**src/rtl/si_stc_pkg.sv**
```systemverilog
`timescale 1ns / 1ps
// ----------------------------------------------------------------------------
// si_stc_pkg
// Shared types and constants of the section table collector.
// ----------------------------------------------------------------------------
package si_stc_pkg;

    localparam int CFG_IDX_W = 1;
    localparam int COUNT_W   = 9;
    localparam int COMP_W    = 32;
    localparam int PARSED_W  = 8;

    localparam logic [PARSED_W-1:0] PARSED_NONE = 8'hff;

    typedef enum logic [1:0] {
        OP_SECTION       = 2'd0,
        OP_CLEAR_STATS   = 2'd1,
        OP_FORGET_PARSED = 2'd2,
        OP_UNDEFINED     = 2'd3
    } opcode_t;

    typedef enum logic [2:0] {
        ST_STORED      = 3'd0,
        ST_RESTARTED   = 3'd1,
        ST_NOT_CURRENT = 3'd2,
        ST_DUPLICATE   = 3'd3,
        ST_CMD_DONE    = 3'd4
    } status_t;

    typedef enum logic [CFG_IDX_W-1:0] {
        CFG_MATCH_VERSION = 1'd0,
        CFG_PARSE_ENABLE  = 1'd1
    } cfg_index_t;

endpackage

```
**src/rtl/si_section_table_collector_top.sv**
```systemverilog
`timescale 1ns / 1ps
// ----------------------------------------------------------------------------
// si_section_table_collector_top
// Collects the sections of one table, flags completion and keeps interval stats.
// ----------------------------------------------------------------------------
// Usage:
//   Input channel (in_valid / in_stall) carries one decoded section header or
//   command per word. Output channel (out_valid / out_stall) returns exactly
//   one result word per input word, in order.
//   Config channel (cfg_valid / cfg_ready) writes match_version (index 0) and
//   parse_enable (index 1); cfg_ready is always high. Write only while idle.
// Pipeline:
//   A word passes the input register, then the result register. One word per
//   cycle is sustained while the result is not stalled; the state update for
//   each word is done combinationally between the two registers.
// Reset:
//   Received map, count and all statistics clear, parsed version goes to
//   none, match_version = 1, parse_enable = 0. No clearing pass is needed.
// Stall:
//   A stalled result holds; the input register still takes one more word,
//   then in_stall rises until the result is taken.
// ----------------------------------------------------------------------------
module si_section_table_collector_top #(
    parameter int MAX_SECTIONS = 256,
    parameter int OFFSET_BITS  = 48
) (
    input  logic                             clk,
    input  logic                             rst_n,
    input  logic                             cfg_valid,
    output logic                             cfg_ready,
    input  logic [si_stc_pkg::CFG_IDX_W-1:0] cfg_index,
    input  logic                             cfg_data,
    input  logic                             in_valid,
    output logic                             in_stall,
    input  logic [1:0]                       opcode,
    input  logic [7:0]                       tbl_id,
    input  logic [15:0]                      table_id_ext,
    input  logic [4:0]                       version,
    input  logic                             current_next,
    input  logic [7:0]                       sect_num,
    input  logic [7:0]                       last_sect_num,
    input  logic [OFFSET_BITS-1:0]           stream_offset,
    output logic                             out_valid,
    input  logic                             out_stall,
    output logic [2:0]                       status,
    output logic                             complete,
    output logic                             parse_now,
    output logic [si_stc_pkg::COUNT_W-1:0]   sections_held,
    output logic [7:0]                       held_table_id,
    output logic [15:0]                      held_table_ext,
    output logic [4:0]                       held_version,
    output logic [OFFSET_BITS-1:0]           completion_interval,
    output logic [OFFSET_BITS-1:0]           peak_interval,
    output logic [si_stc_pkg::COMP_W-1:0]    max_interval_index,
    output logic [si_stc_pkg::COMP_W-1:0]    completion_number
);
    import si_stc_pkg::*;

    localparam int IDX_W = $clog2(MAX_SECTIONS);

    // configuration
    logic match_version_reg;
    logic parse_enable_reg;

    // input register
    logic                   in_valid_reg;
    logic [1:0]             op_reg;
    logic [7:0]             tid_reg;
    logic [15:0]            ext_reg;
    logic [4:0]             ver_reg;
    logic                   cni_reg;
    logic [7:0]             sn_reg;
    logic [7:0]             last_reg;
    logic [OFFSET_BITS-1:0] off_reg;

    // collector state
    logic [MAX_SECTIONS-1:0] map_reg, map_next;
    logic [COUNT_W-1:0]      count_reg, count_next;
    logic [7:0]              table_id_reg, table_id_next;
    logic [15:0]             table_ext_reg, table_ext_next;
    logic [4:0]              version_reg, version_next;
    logic [PARSED_W-1:0]     parsed_reg, parsed_next;
    logic [OFFSET_BITS-1:0]  prev_off_reg, prev_off_next;
    logic                    have_prev_reg, have_prev_next;
    logic [OFFSET_BITS-1:0]  max_gap_reg, max_gap_next;
    logic [COMP_W-1:0]       max_idx_reg, max_idx_next;
    logic [COMP_W-1:0]       comps_reg, comps_next;

    // result register
    logic                   out_valid_reg;
    status_t                status_reg, status_next;
    logic                   complete_reg, complete_next;
    logic                   parse_reg, parse_next;
    logic [COUNT_W-1:0]     held_reg, held_next;
    logic [OFFSET_BITS-1:0] interval_reg, interval_next;
    logic [COMP_W-1:0]      number_reg;

    logic advance;
    logic in_take;
    logic in_range;
    logic hit;
    logic [IDX_W-1:0] sn_idx;

    assign advance  = in_valid_reg && (!out_valid_reg || !out_stall);
    assign in_stall = in_valid_reg && !advance;
    assign in_take  = in_valid && !in_stall;
    assign cfg_ready = 1'b1;

    assign sn_idx   = sn_reg[IDX_W-1:0];
    assign in_range = COUNT_W'(sn_reg) < COUNT_W'(MAX_SECTIONS);
    assign hit      = in_range && map_reg[sn_idx];

    always_ff @(posedge clk or negedge rst_n)
    begin
        if (!rst_n)
        begin
            match_version_reg <= 1'b1;
            parse_enable_reg  <= 1'b0;
        end
        else if (cfg_valid && cfg_ready)
        begin
            case (cfg_index)
                CFG_MATCH_VERSION: match_version_reg <= cfg_data;
                CFG_PARSE_ENABLE:  parse_enable_reg  <= cfg_data;
                default:           match_version_reg <= match_version_reg;
            endcase
        end
    end

    always_ff @(posedge clk or negedge rst_n)
    begin
        if (!rst_n)
        begin
            in_valid_reg <= 1'b0;
        end
        else if (in_take)
        begin
            in_valid_reg <= 1'b1;
        end
        else if (advance)
        begin
            in_valid_reg <= 1'b0;
        end
    end

    always_ff @(posedge clk)
    begin
        if (in_take)
        begin
            op_reg   <= opcode;
            tid_reg  <= tbl_id;
            ext_reg  <= table_id_ext;
            ver_reg  <= version;
            cni_reg  <= current_next;
            sn_reg   <= sect_num;
            last_reg <= last_sect_num;
            off_reg  <= stream_offset;
        end
    end

    // one step of the collector
    always_comb
    begin
        logic [COUNT_W-1:0] cnt;
        logic               stored;
        logic               done;

        map_next       = map_reg;
        count_next     = count_reg;
        table_id_next  = table_id_reg;
        table_ext_next = table_ext_reg;
        version_next   = version_reg;
        parsed_next    = parsed_reg;
        prev_off_next  = prev_off_reg;
        have_prev_next = have_prev_reg;
        max_gap_next   = max_gap_reg;
        max_idx_next   = max_idx_reg;
        comps_next     = comps_reg;
        status_next    = ST_CMD_DONE;
        complete_next  = 1'b0;
        parse_next     = 1'b0;
        interval_next  = '0;
        cnt            = count_reg;
        stored         = 1'b0;
        done           = 1'b0;

        case (op_reg)
            OP_CLEAR_STATS:
            begin
                max_gap_next = '0;
                max_idx_next = '0;
            end
            OP_FORGET_PARSED:
            begin
                parsed_next = PARSED_NONE;
            end
            OP_SECTION:
            begin
                if (!cni_reg)
                begin
                    status_next = ST_NOT_CURRENT;
                end
                else if (!in_range || hit)
                begin
                    status_next = ST_DUPLICATE;
                end
                else
                begin
                    stored = 1'b1;
                    if (count_reg == '0)
                    begin
                        table_id_next  = tid_reg;
                        table_ext_next = ext_reg;
                        version_next   = ver_reg;
                        cnt            = COUNT_W'(1);
                        status_next    = ST_STORED;
                    end
                    else if (match_version_reg && ver_reg != version_reg)
                    begin
                        map_next       = '0;
                        table_id_next  = tid_reg;
                        table_ext_next = ext_reg;
                        version_next   = ver_reg;
                        cnt            = COUNT_W'(1);
                        status_next    = ST_RESTARTED;
                    end
                    else
                    begin
                        cnt         = count_reg + COUNT_W'(1);
                        status_next = ST_STORED;
                    end
                    map_next[sn_idx] = 1'b1;
                    done = cnt == COUNT_W'(last_reg) + COUNT_W'(1);
                end
            end
            default:
            begin
                status_next = ST_CMD_DONE;
            end
        endcase

        held_next  = cnt;
        count_next = cnt;

        if (stored && done)
        begin
            complete_next = 1'b1;
            if (have_prev_reg && off_reg >= prev_off_reg)
            begin
                interval_next = off_reg - prev_off_reg;
            end
            prev_off_next  = off_reg;
            have_prev_next = 1'b1;
            if (interval_next > max_gap_reg)
            begin
                max_gap_next = interval_next;
                max_idx_next = comps_reg;
            end
            comps_next = comps_reg + COMP_W'(1);
            if (parse_enable_reg && parsed_reg != PARSED_W'(ver_reg))
            begin
                parse_next  = 1'b1;
                parsed_next = PARSED_W'(ver_reg);
            end
            map_next   = '0;
            count_next = '0;
        end
    end

    always_ff @(posedge clk or negedge rst_n)
    begin
        if (!rst_n)
        begin
            map_reg       <= '0;
            count_reg     <= '0;
            table_id_reg  <= '0;
            table_ext_reg <= '0;
            version_reg   <= '0;
            parsed_reg    <= PARSED_NONE;
            prev_off_reg  <= '0;
            have_prev_reg <= 1'b0;
            max_gap_reg   <= '0;
            max_idx_reg   <= '0;
            comps_reg     <= '0;
        end
        else if (advance)
        begin
            map_reg       <= map_next;
            count_reg     <= count_next;
            table_id_reg  <= table_id_next;
            table_ext_reg <= table_ext_next;
            version_reg   <= version_next;
            parsed_reg    <= parsed_next;
            prev_off_reg  <= prev_off_next;
            have_prev_reg <= have_prev_next;
            max_gap_reg   <= max_gap_next;
            max_idx_reg   <= max_idx_next;
            comps_reg     <= comps_next;
        end
    end

    always_ff @(posedge clk or negedge rst_n)
    begin
        if (!rst_n)
        begin
            out_valid_reg <= 1'b0;
        end
        else if (advance)
        begin
            out_valid_reg <= 1'b1;
        end
        else if (!out_stall)
        begin
            out_valid_reg <= 1'b0;
        end
    end

    always_ff @(posedge clk)
    begin
        if (advance)
        begin
            status_reg   <= status_next;
            complete_reg <= complete_next;
            parse_reg    <= parse_next;
            held_reg     <= held_next;
            interval_reg <= interval_next;
            number_reg   <= comps_reg;
        end
    end

    // held identity and peak statistics are the state after the step; completion_number is the count before it
    assign out_valid           = out_valid_reg;
    assign status              = status_reg;
    assign complete            = complete_reg;
    assign parse_now           = parse_reg;
    assign sections_held       = held_reg;
    assign held_table_id       = table_id_reg;
    assign held_table_ext      = table_ext_reg;
    assign held_version        = version_reg;
    assign completion_interval = interval_reg;
    assign peak_interval       = max_gap_reg;
    assign max_interval_index  = max_idx_reg;
    assign completion_number   = number_reg;

endmodule

```
**config.mk**
```make
export PLATFORM = sky130hd
export DESIGN_NAME = si_section_table_collector_top
export DESIGN_NICKNAME = d
export VERILOG_FILES = /design/src/rtl/si_stc_pkg.sv /design/src/rtl/si_section_table_collector_top.sv
export SDC_FILE = /design/constraint.sdc
export NUM_CORES = 2
export LEC_CHECK = 0
export ABC_CLOCK_PERIOD_IN_PS = 7800
export BUFFER_PORTS_ARGS = -buffer_cell sky130_fd_sc_hd__buf_2
export CORE_ASPECT_RATIO = 1.5
export CORE_MARGIN = 2
export CORE_UTILIZATION = 45
export DETAILED_ROUTE_END_ITERATION = 10
export PLACE_DENSITY_LB_ADDON = 0.25
export SLEW_MARGIN = 20
export SYNTH_ARGS = -nofsm -noshare
export SYNTH_HDL_FRONTEND = slang
export SYNTH_SLANG_ARGS = --single-unit
```
**constraint.sdc**
```tcl
create_clock -name clk -period 7.8 [get_ports clk]
set_clock_uncertainty 0.2 [all_clocks]
set_input_delay 0.78 -clock clk [delete_from_list [all_inputs] [get_ports clk]]
set_output_delay 0.78 -clock clk [all_outputs]
set_load 0.02 [all_outputs]
```
Yosys cells after proc, flatten, opt, wreduce, memory -nomap -nowiden
Cells that the tools add are included.
{ "totals": {"reg_bits": 657, "latch_bits": 0, "mem_bits_rw": 0, "romBits": 0, "input_bits": 103, "out_inout_bits": 206, "elab_cells": 128, "mem_count": 0} }
{ "classes": {"addsub": 4, "n_mul": 0, "n_div": 0, "order_cmp": 4, "n_eq_ne": 7, "shift": 0, "muxes": 55, "bitwise_logic": 3, "reduce_logical": 25} }
{ "ops": {"columns": ["op", "n"], "rows": [
  ["$mux 256", 9],
  ["$or 256x256->256", 1],
  ["$mux 48", 5],
  ["$mux 32", 3],
  ["$mux 9", 9],
  ["$ge 48x48->1", 1],
  ["$gt 48x48->1", 1],
  ["$sub 48x48->48", 1],
  ["$mux 8", 5],
  ["$add 32x1->32 const B", 1],
  ["$mux 16", 2],
  ["$mux 1", 16],
  ["$mux 5", 2],
  ["$add 8x1->9 const B", 1],
  ["$add 9x1->9 const B", 1],
  ["$eq 9x9->1", 1],
  ["$logic_not 9->1", 1],
  ["$lt 8x9->1 const B", 1],
  ["$bmux 1 s8", 1],
  ["$demux 1 s8", 1],
  ["$ge 8x1->1 const B", 1],
  ["$logic_and 1x1->1", 8],
  ["$ne 8x5->1", 1],
  ["$reduce_and 2->1", 4],
  ["other kinds (12)", 21]
]} }

Logic depth before layout (Yosys ltp)
{ "depth": {"ltp_word": 16, "mapped_depth": 26, "ltp_nobuf": 23} }

Least setup slack after synthesis
OpenSTA, ideal clock, no wires.
{ "synth_path": {"path_kind": "register to register", "from": "reg off_reg[0]", "to": "reg max_gap_reg[37] (netlist: peak_interval[37])", "setup_time_ns": 0.125, "t_arrival_ns": 4.697, "t_required_ns": 7.475, "path_slack_ns": 2.778, "stages_incl_launch_ff": 27, "path_buffers": 3, "period_less_slack_ns": 5.022, "path_cell_list": "edfxtp_1 > inv_1 > ha_1 > inv_1 > fa_1 > and3_1 > o21ai_0 > a21oi_1 > o21ai_0 > a21oi_1 > o31ai_1 > nand3_1 > clkbuf_1 > nand2_1 > inv_1 > ha_1 > a21o_1 > a21o_1 > a21oi_1 > o21ai_0 > o31ai_1 > nand3_1 > a21oi_1 > nand4b_1 > buf_2 > buf_4 > mux2_2"} }
{ "synth_between": {"elab_chain_cells": 7, "elab_cells_between_ends": 8, "classes_between": "add/sub: 1; order compare: 2; mux: 4; reduce/logical: 1"} }
{ "synth_rtl": {"columns": ["item", "line", "rtl"], "rows": [
  ["start, declared", "si_section_table_collector_top.sv:74", "logic [OFFSET_BITS-1:0] off_reg;"],
  ["start signal, assigned", "si_section_table_collector_top.sv:157", "off_reg <= stream_offset;"],
  ["$ge 48x48->1", "si_section_table_collector_top.sv:248", "if (have_prev_reg && off_reg >= prev_off_reg)"],
  ["$logic_and 1x1->1", "si_section_table_collector_top.sv:248", null],
  ["$mux 48 *", "si_section_table_collector_top.sv:248", null],
  ["$mux 48 *", "si_section_table_collector_top.sv:245", "if (stored && done)"],
  ["$gt 48x48->1", "si_section_table_collector_top.sv:254", "if (interval_next > max_gap_reg)"],
  ["$mux 48 *", "si_section_table_collector_top.sv:254", null],
  ["$mux 48 *", "si_section_table_collector_top.sv:245", null],
  ["end signal, assigned", "si_section_table_collector_top.sv:296", "max_gap_reg <= max_gap_next;"],
  ["end, declared", "si_section_table_collector_top.sv:85", "logic [OFFSET_BITS-1:0] max_gap_reg, max_gap_next;"]
]} }
Every way passes the cells marked *; elsewhere a longest branch is shown, timed or not. The select of a mux whose other input is x is not followed.
A chain may end at the register's enable or synchronous reset.

Worst setup path in the final report
{ "layout_path": {"from": "reg off_reg[0]", "to": "reg max_gap_reg[44] (netlist: peak_interval[44])"} }
The elaborated chain is that of the path after synthesis.

==> flow_metrics.env <==
export IMPL_synth_area_per_cell_sq_um=11.7
export IMPL_cp_num_buf_inv=4
export IMPL_die_area_sq_mm=0.0727
export IMPL_port_buffer_count=307
export IMPL_grt_total_usage_pct=23.5
export IMPL_largest_reg_flops=256
export IMPL_synth_commonest_cells="dfrtp_1 (458), nand2_1 (240), inv_1 (206), edfxtp_1 (190), o2bb2ai_1 (156)"
export IMPL_period_minus_slack_ns=6.11
export IMPL_yosys_cell_count_top_type="dfrtp_1"
export IMPL_end_kind="flip-flop"
export IMPL_min_period_over_period_pct=78.4
export IMPL_cpPeakStageDelay_ns=0.44
export IMPL_synthArstFlopShare_pct=71.1
export IMPL_hold_violations=0
export IMPL_p_sw_mw=2.14
export IMPL_crit_chain="inv_1 > ha_1 > inv_1 > fa_1 > and3_1 > o21ai_0 > a21oi_1 > o21ai_0 > a21oi_1 > o31ai_1 > nand3_2 > nand2_1 > inv_1 > ha_1 > a21o_1 > a21o_1 > a21oi_1 > o21ai_0 > o31ai_1 > nand3_1 > a21oi_1 > nand4b_1 > buf_12 > mux2_2"
export IMPL_p_clk_share_pct=39.7
export IMPL_routed_wl_mm=86.4
export IMPL_ant_nets=0
export IMPL_clock_sinks=657
export IMPL_hp_class="in2reg"
export IMPL_clock_root_buffer="clkbuf_16"
export IMPL_gp_congestion=0.907
export IMPL_cp_top_family="compound AO/OA/AOI/OAI gates"
export IMPL_initial_core_util_pct=45.4
export IMPL_cp_start_kind="flip-flop"
export IMPL_synth_top_area_share_pct=36.1
export IMPL_yosysWarnings=0
export IMPL_cp_arrival_ns=6.40
export IMPL_worstSetupPathType="reg2reg"
export IMPL_cts_buffers=66
export IMPL_min_from="opcode[1]"
export IMPL_r2r_slack_ns=1.69
export IMPL_syn_to_final_growth_pct=14.2
export IMPL_whs_path_depth=1
export IMPL_post_dp_hpwl_mm=59.6
export IMPL_ios=309
export IMPL_cts_tree="built"
export IMPL_final_util_pct=51.8
export IMPL_power_total_mw=7.99
export IMPL_cp_num_cells=24
export IMPL_drive_gt1_share_pct=20.3
export IMPL_crit_top_cell="a21oi_1"
export IMPL_yosys_top_cells_area="dfrtp_1 (36%), edfxtp_1 (18%), o2bb2ai_1 (4.3%)"
export IMPL_rr_endpoint="peak_interval[44]"
export IMPL_synth_distinct_cells=76
export IMPL_postCtsSetupRepairBufs=0
export IMPL_crit_fanout=52
export IMPL_r2r_start="off_reg[0]"
export IMPL_drc_errors=0
export IMPL_routedWlPerCell_microns=21.9
export IMPL_syn_area_sq_mm=0.0317
export IMPL_fp_dieH_microns=329
export IMPL_p_leak_nw=16.8
export IMPL_setup_violations=0
export IMPL_overflow=0
export IMPL_grt_max_degree=257
export IMPL_critPathSlowestCell="nand3_2"
export IMPL_syn_inst=2724
export IMPL_internal_power_mw=5.85
export IMPL_tightest_slew_ns=1.06
export IMPL_fin_nets=3177
export IMPL_synth_seq_cells=657
export IMPL_place_area_sq_mm=0.0340
export IMPL_synth_ff_type="dfrtp_1"
export IMPL_cts_max_level=3
export IMPL_synth_edff_count=190
export IMPL_synth_seq_area_share_pct=54.8
export IMPL_vias=22911
export IMPL_vdd_drop_max_mv=0.204
export IMPL_r2r_cells=24
export IMPL_tns_ns=0
export IMPL_rsz0062_at_grt="no"
export IMPL_p_seq_share_pct=47.9
export IMPL_power_density_mw_per_mm2=220
export IMPL_max_freq_mhz=164
export IMPL_die_x_microns=221
export IMPL_fillers=6138
export IMPL_clk_pin_slew_ns=0.06
export IMPL_whs_ns=0.136
export IMPL_core_sq_mm=0.0700
export IMPL_hold_end="op_reg[1]"
export IMPL_comb_power_share_pct=12.4
export IMPL_grt_pass1_wl_mm=135
export IMPL_synth_area_leader_cell="dfrtp_1"
export IMPL_drt_first_pass_iters=8
export IMPL_fin_area_sq_mm=0.0362
export IMPL_syn_nets=2928
export IMPL_cp_required_ns=8.09
export IMPL_worst_slew_margin_rel_pct=29.4
export IMPL_drt_iter0_drc=1908
export IMPL_clk_path_buf_depth=3
export IMPL_grt_pass1_vias=23553
export IMPL_num_rows=119
export IMPL_netSwitchingFraction_pct=26.8
export IMPL_clkLatencyLatePin_ns=0.62
export IMPL_outcome="finished, final reports clean"
export IMPL_cap_viol_max_count=0
export IMPL_slew_viol_final=0
export IMPL_via_per_inst=5.82
export IMPL_antenna_found_initial=7
per-layer routing:
metal  global-route usage (%)  routed length [microns]
met1                     28.4                    34000
met2                     41.7                    44700
met3                     3.90                     4590
met4                     10.0                     3110
met5                        0                        0
cell families after synthesis:
group	after synthesis	synth area share [%]
buf+inv	372	4.79
mux	263	10.2
other cells	1	0.0118
compound gates	570	13.5
flops	657	54.8
simple gates	672	10.2
xor+xnor	88	2.43
fa+ha+maj	101	4.00
power by group through the flow:
stage	Clock [mW]	Sequential [mW]	Combinational (mW)
floorplan	0	3.99	0.497
CTS	3.24	3.83	0.993
finish	3.17	3.83	0.988
global route	3.37	3.84	1.07
detailed placement	0	3.89	0.990
global placement	0	3.88	0.975
stage by stage:
step	instances	setup WS (ns)
final	3937	1.69
after global routing	3937	1.17
after CTS	3931	1.64
after detailed placement	3810	1.66
after global placement	3810	1.79
after floorplan	2724	2.78
cell usage in the layout (no fill, tap or decap), types with 36 or more instances in the layout:
master	netlist	layout
nor3_1	46	46
a21oi_1	82	82
nand2_1	240	239
o2bb2ai_1	156	156
mux4_2	40	40
nor2_1	127	126
a22o_1	106	106
mux2i_1	129	129
nand4_1	36	36
ha_1	100	100
mux2_2	94	94
nand3_1	70	69
inv_1	206	205
clkbuf_16	0	67
dfrtp_1	458	458
o21ai_0	59	59
edfxtp_1	190	190
buf_2	78	306
a21o_1	45	45
xor2_1	57	57
repair_timing:
item / 4_1_cts / 5_1_grt
resized for setup: 0 / 0
hold buffers: 1 / 0
endpoints found under the hold margin: 8 / 0
worst max path at each step:
stage	startpoint	end	slack (ns)
after floorplan	off_reg[0]	peak_interval[37]	2.78
after global placement	off_reg[0]	peak_interval[37]	1.79
after detailed placement	off_reg[0]	peak_interval[37]	1.66
after CTS	off_reg[0]	peak_interval[44]	1.64
after global routing	off_reg[0]	peak_interval[41]	1.17
final	off_reg[0]	peak_interval[44]	1.69
layout make-up:
class | count | area (sq um) | area share, %
repair buffers | 347 | 1920 | 5.30
well taps | 907 | 1130 | 3.13
flip-flops and latches | 657 | 17400 | 48.0
clock buffers | 90 | 1840 | 5.09
diodes | 5 | 12.5 | 0.0345
inverters | 206 | 776 | 2.14
multi-input cells | 1695 | 12900 | 35.5
clock inverters | 30 | 292 | 0.805
(Power assumes the default switching activity.)
